**config.mk**
```make
export PLATFORM = sky130hd
export DESIGN_NAME = sensor_reading_qualifier
export DESIGN_NICKNAME = d
export VERILOG_FILES = /design/src/sv/srq_pkg.sv /design/src/sv/srq_correct.sv /design/src/sv/srq_judge.sv /design/src/sv/sensor_reading_qualifier.sv
export SDC_FILE = /design/constraint.sdc
export NUM_CORES = 1
export LEC_CHECK = 0
export ABC_AREA = 0
export ABC_CLOCK_PERIOD_IN_PS = 8600
export BUFFER_PORTS_ARGS = -buffer_cell sky130_fd_sc_hd__buf_2
export CORE_MARGIN = 8
export CORE_UTILIZATION = 55
export DETAILED_ROUTE_END_ITERATION = 10
export GPL_TIMING_DRIVEN = 0
export PLACE_DENSITY = 0.77
export SETUP_SLACK_MARGIN = 0.2
export SYNTH_ARGS = -nofsm -noshare
export SYNTH_HDL_FRONTEND = slang
export SYNTH_SLANG_ARGS = --single-unit
```
**constraint.sdc**
```tcl
create_clock -name clk -period 8.6 [get_ports clk]
set_input_delay 2.15 -clock clk [delete_from_list [all_inputs] [get_ports clk]]
set_output_delay 2.15 -clock clk [all_outputs]
set_load 0.02 [all_outputs]
```
**src/sv/srq_pkg.sv**
```systemverilog
`default_nettype none

package srq_pkg;

	localparam int TempW  = 16;
	localparam int HumiW  = 16;
	localparam int OffW   = 11;
	localparam int LevelW = 3;
	localparam int CountW = 8;
	localparam int GoodTempW = 12;
	localparam int GoodHumiW = 10;
	localparam int IndexW = 3;
	localparam int CfgW   = 11;
	localparam int AmtW   = 5;

	// register indexes on the write port
	localparam logic [IndexW-1:0] REG_TEMP_OFFSET     = 3'd0;
	localparam logic [IndexW-1:0] REG_HUMI_OFFSET     = 3'd1;
	localparam logic [IndexW-1:0] REG_COMP_ENABLE     = 3'd2;
	localparam logic [IndexW-1:0] REG_BACKLIGHT_LEVEL = 3'd3;
	localparam logic [IndexW-1:0] REG_RETRY_LIMIT     = 3'd4;

	localparam logic [LevelW-1:0] BacklightReset = 3'd1;
	localparam logic [CountW-1:0] RetryReset     = 8'd3;
	localparam logic [CountW-1:0] CountMax       = 8'd255;

	localparam logic [AmtW-1:0] CompBase = 5'd20;

	localparam logic signed [TempW-1:0] TempLow  = -16'sd200;
	localparam logic signed [TempW-1:0] TempHigh = 16'sd1500;
	localparam logic signed [HumiW-1:0] HumiHigh = 16'sd1000;

	typedef struct packed {
		logic signed [TempW-1:0] temp;
		logic signed [HumiW-1:0] humi;
	} corr_t;

	// self-heating amount on top of the base, by backlight level
	function automatic logic [AmtW-1:0] comp_amount(input logic [LevelW-1:0] level);
		logic [AmtW-1:0] amt;
		case (level)
			3'd1: amt = 5'd0;
			3'd2: amt = 5'd2;
			3'd3: amt = 5'd5;
			3'd4: amt = 5'd8;
			default: amt = 5'd10;
		endcase
		return amt;
	endfunction

endpackage

`default_nettype wire

```
**src/sv/srq_correct.sv**
```systemverilog
`default_nettype none

module srq_correct (
	input  wire logic signed [srq_pkg::TempW-1:0]  raw_temp,
	input  wire logic signed [srq_pkg::HumiW-1:0]  raw_humi,
	input  wire logic signed [srq_pkg::OffW-1:0]   temp_offset,
	input  wire logic signed [srq_pkg::OffW-1:0]   humi_offset,
	input  wire logic                              comp_enable,
	input  wire logic        [srq_pkg::LevelW-1:0] backlight_level,
	output srq_pkg::corr_t                         corr
);
	import srq_pkg::*;

	logic [AmtW-1:0]         amt;
	logic signed [TempW-1:0] temp_comp;

	assign amt = CompBase + comp_amount(backlight_level);

	// all sums wrap at 16 bits
	always_comb begin
		if (comp_enable) begin
			temp_comp = raw_temp - $signed({{(TempW-AmtW){1'b0}}, amt});
		end else begin
			temp_comp = raw_temp;
		end
		corr.temp = temp_comp + {{(TempW-OffW){temp_offset[OffW-1]}}, temp_offset};
		corr.humi = raw_humi + {{(HumiW-OffW){humi_offset[OffW-1]}}, humi_offset};
	end

endmodule

`default_nettype wire

```
**src/sv/srq_judge.sv**
```systemverilog
`default_nettype none

module srq_judge (
	input  wire logic                                     clk,
	input  wire logic                                     arst_n,
	input  wire logic                                     load,
	input  wire logic                                     read_error,
	input  wire srq_pkg::corr_t                           corr,
	input  wire logic               [srq_pkg::CountW-1:0] retry_limit,
	output logic signed [srq_pkg::GoodTempW-1:0]          good_temp,
	output logic        [srq_pkg::GoodHumiW-1:0]          good_humi,
	output logic                                          temp_fault,
	output logic                                          humi_fault,
	output logic        [srq_pkg::CountW-1:0]             fail_count
);
	import srq_pkg::*;

	logic signed [GoodTempW-1:0] kept_temp_q;
	logic        [GoodHumiW-1:0] kept_humi_q;
	logic        [CountW-1:0]    fail_q;
	logic                        temp_fault_q;
	logic                        humi_fault_q;

	logic              t_ok, h_pos, h_ok, check, t_bad, h_bad;
	logic [CountW-1:0] fail_d;
	logic              temp_fault_d, humi_fault_d;

	always_comb begin
		t_ok  = (corr.temp >= TempLow) && (corr.temp < TempHigh);
		h_pos = corr.humi > 16'sd0;
		h_ok  = h_pos && (corr.humi < HumiHigh);

		// pair test looks at the humidity lower bound only
		if (t_ok && h_pos) begin
			fail_d = '0;
		end else if (fail_q != CountMax) begin
			fail_d = fail_q + 1'b1;
		end else begin
			fail_d = fail_q;
		end

		check = fail_d >= retry_limit;
		// fault bounds leave gaps at the upper limits and at negative humidity
		t_bad = (corr.temp < TempLow) || (corr.temp > TempHigh);
		h_bad = (corr.humi == 16'sd0) || (corr.humi > HumiHigh);

		temp_fault_d = temp_fault_q | read_error;
		if (t_ok) begin
			temp_fault_d = 1'b0;
		end
		if (check && t_bad) begin
			temp_fault_d = 1'b1;
		end

		humi_fault_d = humi_fault_q | read_error;
		if (h_ok) begin
			humi_fault_d = 1'b0;
		end
		if (check && h_bad) begin
			humi_fault_d = 1'b1;
		end
	end

	always_ff @(posedge clk or negedge arst_n) begin
		if (!arst_n) begin
			kept_temp_q  <= '0;
			kept_humi_q  <= '0;
			fail_q       <= '0;
			temp_fault_q <= 1'b0;
			humi_fault_q <= 1'b0;
		end else if (load) begin
			if (t_ok) begin
				kept_temp_q <= corr.temp[GoodTempW-1:0];
			end
			if (h_ok) begin
				kept_humi_q <= corr.humi[GoodHumiW-1:0];
			end
			fail_q       <= fail_d;
			temp_fault_q <= temp_fault_d;
			humi_fault_q <= humi_fault_d;
		end
	end

	assign good_temp  = kept_temp_q;
	assign good_humi  = kept_humi_q;
	assign temp_fault = temp_fault_q;
	assign humi_fault = humi_fault_q;
	assign fail_count = fail_q;

endmodule

`default_nettype wire

```
**src/sv/sensor_reading_qualifier.sv**
```systemverilog
`default_nettype none

// Qualifies one temperature/humidity reading per transaction. A reading is
// registered on input, corrected (optional self-heating compensation, then
// calibration offsets, wrapping at 16 bits) and judged against the good
// ranges in the next cycle, and the kept values, fault flags and failure count
// after that reading are presented as the result, which sits in the state
// registers themselves, loaded from the input register once the result slot
// is free, so it is shown after both registers; one reading is accepted
// every cycle while results are taken, the limit being the single state update
// per cycle. Configuration registers are written through
// wr_en/wr_index/wr_data and should only change while no reading is in flight.
module sensor_reading_qualifier (
	input  wire logic                                 clk,
	input  wire logic                                 arst_n,
	input  wire logic                                 wr_en,
	input  wire logic        [srq_pkg::IndexW-1:0]    wr_index,
	input  wire logic        [srq_pkg::CfgW-1:0]      wr_data,
	input  wire logic                                 in_valid,
	output logic                                      in_stall,
	input  wire logic signed [srq_pkg::TempW-1:0]     raw_temp,
	input  wire logic signed [srq_pkg::HumiW-1:0]     raw_humi,
	input  wire logic                                 read_error,
	output logic                                      out_valid,
	input  wire logic                                 out_stall,
	output logic signed [srq_pkg::GoodTempW-1:0]      good_temp,
	output logic        [srq_pkg::GoodHumiW-1:0]      good_humi,
	output logic                                      temp_fault,
	output logic                                      humi_fault,
	output logic        [srq_pkg::CountW-1:0]         fail_count
);
	import srq_pkg::*;

	logic signed [OffW-1:0]   temp_offset_q;
	logic signed [OffW-1:0]   humi_offset_q;
	logic                     comp_enable_q;
	logic        [LevelW-1:0] backlight_level_q;
	logic        [CountW-1:0] retry_limit_q;

	logic                    valid_s1;
	logic signed [TempW-1:0] raw_temp_s1;
	logic signed [HumiW-1:0] raw_humi_s1;
	logic                    read_error_s1;

	logic   out_valid_q;
	logic   out_free;
	logic   advance;
	corr_t  corr;

	always_ff @(posedge clk or negedge arst_n) begin
		if (!arst_n) begin
			temp_offset_q     <= '0;
			humi_offset_q     <= '0;
			comp_enable_q     <= 1'b0;
			backlight_level_q <= BacklightReset;
			retry_limit_q     <= RetryReset;
		end else if (wr_en) begin
			case (wr_index)
				REG_TEMP_OFFSET:     temp_offset_q     <= wr_data[OffW-1:0];
				REG_HUMI_OFFSET:     humi_offset_q     <= wr_data[OffW-1:0];
				REG_COMP_ENABLE:     comp_enable_q     <= wr_data[0];
				REG_BACKLIGHT_LEVEL: backlight_level_q <= wr_data[LevelW-1:0];
				REG_RETRY_LIMIT:     retry_limit_q     <= wr_data[CountW-1:0];
				default: ;
			endcase
		end
	end

	// result slot is free when empty or being taken this cycle
	assign out_free = !out_valid_q || !out_stall;
	assign advance  = valid_s1 && out_free;
	assign in_stall = valid_s1 && !out_free;

	always_ff @(posedge clk or negedge arst_n) begin
		if (!arst_n) begin
			valid_s1 <= 1'b0;
		end else if (!in_stall) begin
			valid_s1 <= in_valid;
		end
	end

	always_ff @(posedge clk) begin
		if (!in_stall) begin
			raw_temp_s1   <= raw_temp;
			raw_humi_s1   <= raw_humi;
			read_error_s1 <= read_error;
		end
	end

	always_ff @(posedge clk or negedge arst_n) begin
		if (!arst_n) begin
			out_valid_q <= 1'b0;
		end else if (out_free) begin
			out_valid_q <= valid_s1;
		end
	end

	srq_correct u_correct (
		.raw_temp        (raw_temp_s1),
		.raw_humi        (raw_humi_s1),
		.temp_offset     (temp_offset_q),
		.humi_offset     (humi_offset_q),
		.comp_enable     (comp_enable_q),
		.backlight_level (backlight_level_q),
		.corr            (corr)
	);

	srq_judge u_judge (
		.clk         (clk),
		.arst_n      (arst_n),
		.load        (advance),
		.read_error  (read_error_s1),
		.corr        (corr),
		.retry_limit (retry_limit_q),
		.good_temp   (good_temp),
		.good_humi   (good_humi),
		.temp_fault  (temp_fault),
		.humi_fault  (humi_fault),
		.fail_count  (fail_count)
	);

	assign out_valid = out_valid_q;

endmodule

`default_nettype wire
```
==> run summary <==
Final Hold Vio Count = 0
Worst setup timing slack at the placement stage = 1710 ps
EDFF count, synth = 33
IO buf count = 85
Post-route minimum period = 6940 ps
Synthesized flop and latch total = 101
Buffer and inverter count on the worst path = 2
Root cell of the clock tree = clkbuf_16
Most common flop cell mapped by yosys = dfrtp_1
Leakage power figure = 0.00321 uW
Level count of the clock H-tree = 3
Detailed Route WL = 14,100 microns
Slew at the pin closest to its max-slew limit = 914 ps
Remaining global-route overflow = 0
Nets = 791
Initial cell density of the core = 0.557
DR vias = 4,896
Layout area overhead = 14.3%
Worst-path fanout max = 10
Diode insertion count for antenna repair = 0
1st-pass router iterations = 5
DIE WIDTH = 123 microns
Most instantiated library cell after synthesis = dfrtp_1
Simple-gate portion of the synthesized area = 0.146
Top post-synthesis cells by count = 65 x dfrtp_1, 50 x nand2_1, 46 x ha_1
Clock Path Buffers = 2
Detailed Place HPWL = 11,000 microns
Mean Syn Cell Area = 10.6 sq um
Highest cell delay on the worst timing path = 570 ps
Worst endpoint required time = 8860 ps
Async set-or-reset flop fraction in the synthesized netlist = 0.673
Routability Congestion = 0.892
Worst Setup Slack, final = 1660 ps
Xor/xnor share of the synthesized area = 0.0600
Global-route wire length before repair = 23,100 microns
Outcome = complete, no violations
Yosys Warn Count = 0
Rel. slew slack = 0.382
Compound-Gate Fraction of Synth Area = 0.145
Unique masters post-synth = 73
Fraction of the cycle the final worst path needs = 0.806
Clock Skew = 10.1 ps
Kind of launch point of the worst setup path = flop
Number of global-route vias before repair = 4,910
Number of buffers created by CTS = 9
Sequential fraction of the synthesis area = 0.429
Largest area contributor in the synthesized netlist = dfrtp_1
Cell types with the largest area share after synthesis = dfrtp_1 26%, edfxtp_1 16%, ha_1 9.2%
DR DRC count = 0
Kind of end point of the critical path = flop
GRT Resource Usage Total = 0.192
Unrepaired setup endpoints after global routing = false
Clk sink count = 101
CP Data Arrival Time = 7190 ps
CP max stage cell = dfstp_2
Number of buffers inserted by hold repair at cts = 0
Post-synthesis net count = 695
Main combinational cell family by area after synthesis = simple AND/OR/NAND/NOR gates
Type of the setup path with the least slack = reg -> reg
Clock latency on the worst-skew pair = 350 ps
Final setup fails = 0
Cell area after technology mapping = 6280 sq um
Global-route met1 utilization = 0.246
Peak supply drop = 171 uV
Post-route ant nets = 0
Site Rows = 39
Setup slack, reg-to-reg = 1660 ps
Number of gates resized after cts = 0
Highest clock frequency the design can meet = 144 MHz
Classification of the worst-slack hold path = reg -> reg
Count of maximum capacitance violations = 0
GR met2 Demand/Resource = 0.309
Floorplan Core Area = 11,300 sq um
I/O pins = 86
Area of the die = 15,100 sq um
Routed vias/inst = 5.84
Ratio of cells with drive above 1 in the final layout = 0.229
Register clock-pin slew on the reported worst setup and hold paths = 70 ps
Largest net degree at the start of global routing = 69
Met3 capacity usage during global routing = 0.0589
Number of standard cells after synthesis = 594
Final TNS setup = 0 ps
Multiplexer share of the synthesized area = 0.0960
Power density over the cells = 288 nW/um^2
Top cell type's share of synthesized area = 0.259
Post-detailed-route wirelength per cell = 16.8 microns
Number of buffers inserted to repair setup after CTS = 0
Y dimension of the die = 123 microns
Adder and majority cell fraction of the synthesized area = 0.101
Number of antenna violations at the first check in global routing = 0
CTS tree = built
Number of violations reported at the end of detailed-routing iteration 0 = 368
Dominant delay contributor by cell family on the critical path = simple AND/OR/NAND/NOR gates
GRT busiest layer = met2
Count of pins over their slew limit = 0
## layer usage
metal | part of all wire | up-vias
met3 | 0.064 | 17
li1 | - | 2381
met4 | 0.015 | 0
met1 | 0.45 | 2361
met5 | 0 | -
met2 | 0.47 | 137
## report_power, final
group / internal [uW] / switching [uW]
clock: 214 / 177
sequential: 609 / 79.2
combinational: 404 / 586
total: 1230 / 843
## layout by cell type, fill, tap and decap left out, types with 10 or more instances in the layout
cell       instances
nand3_1           11
nor2_1            34
xor2_1            16
nor3_1            18
nand2b_1          10
edfxtp_1          33
nand2_1           50
ha_1              46
xnor2_1           27
dfrtp_1           65
a21o_1            10
o21ai_0           29
mux2_2            29
clkbuf_16         10
a21oi_1           37
o21ai_1           10
buf_2             84
clkbuf_1          15
inv_1             21
## worst paths after layout
path                                             startpoint                          endpoint  depth (start not counted)
max                        backlight_level_q[0]$_DFFE_PN1P_    u_judge.temp_fault$_DFFE_PN0P_                         32
min                        u_judge.good_temp[8]$_DFFE_PN0P_  u_judge.good_temp[8]$_DFFE_PN0P_                          1
max reg2reg                backlight_level_q[0]$_DFFE_PN1P_    u_judge.temp_fault$_DFFE_PN0P_                         32
min reg2reg                u_judge.good_temp[8]$_DFFE_PN0P_  u_judge.good_temp[8]$_DFFE_PN0P_                          1
max in group asynchronous                            arst_n     humi_offset_q[10]$_DFFE_PN0P_                          1
min in group asynchronous                            arst_n  u_judge.good_temp[4]$_DFFE_PN0P_                          1
## final cells by class
cell class,instances,area (sq um)
Clock inverter,5,31.3
Fill cell,898,4090
Inverter,21,78.8
Timing Repair Buffer,85,428
Buffer,15,56.3
Tap cell,143,179
Multi-Input combinational cell,457,3450
Sequential cell,101,2700
Clock buffer,11,254
## cell families (layout without fill, tap and decap cells)
group           after synthesis  count (layout)
compound gates              139             139
flops                       101             101
buf+inv                      36             137
other cells                   1               1
fa+ha+maj                    49              49
mux                          51              51
xor+xnor                     43              43
simple gates                174             174
## state kept, by name, summed over array words and instances (netlist names), 3 cells and up
register,flops
humi_offset_q,11
backlight_level_q,3
retry_limit_q,8
u_judge.good_temp,12
u_judge.fail_count,8
raw_humi_s1,16
raw_temp_s1,16
temp_offset_q,11
u_judge.good_humi,10
## metrics by stage
step | util | hold slack, ps | cells | power, uW | area (sq um)
2_1_floorplan | - | 471 | 594 | 1410 | 6280
5_1_grt | 0.637 | 508 | 838 | 2220 | 7180
6_report | 0.637 | 482 | 838 | 2070 | 7180
3_3_place_gp | 0.611 | 468 | 822 | 1640 | 6890
3_5_place_dp | 0.612 | 475 | 822 | 1680 | 6890
4_1_cts | 0.637 | 490 | 838 | 2080 | 7180
## worst reg2reg max path, delay by kind of cell (launching register included)
kind | cells | cell delay, ps
muxes | 1 | 230
adders and majority gates | 3 | 820
buffers and inverters | 2 | 300
xor gates and xnor gates | 1 | 180
AOI/OAI and AO/OA | 12 | 2310
DFF | 1 | 570
and+or+nand+nor | 13 | 2440
Power figures use the tool's default switching activity.
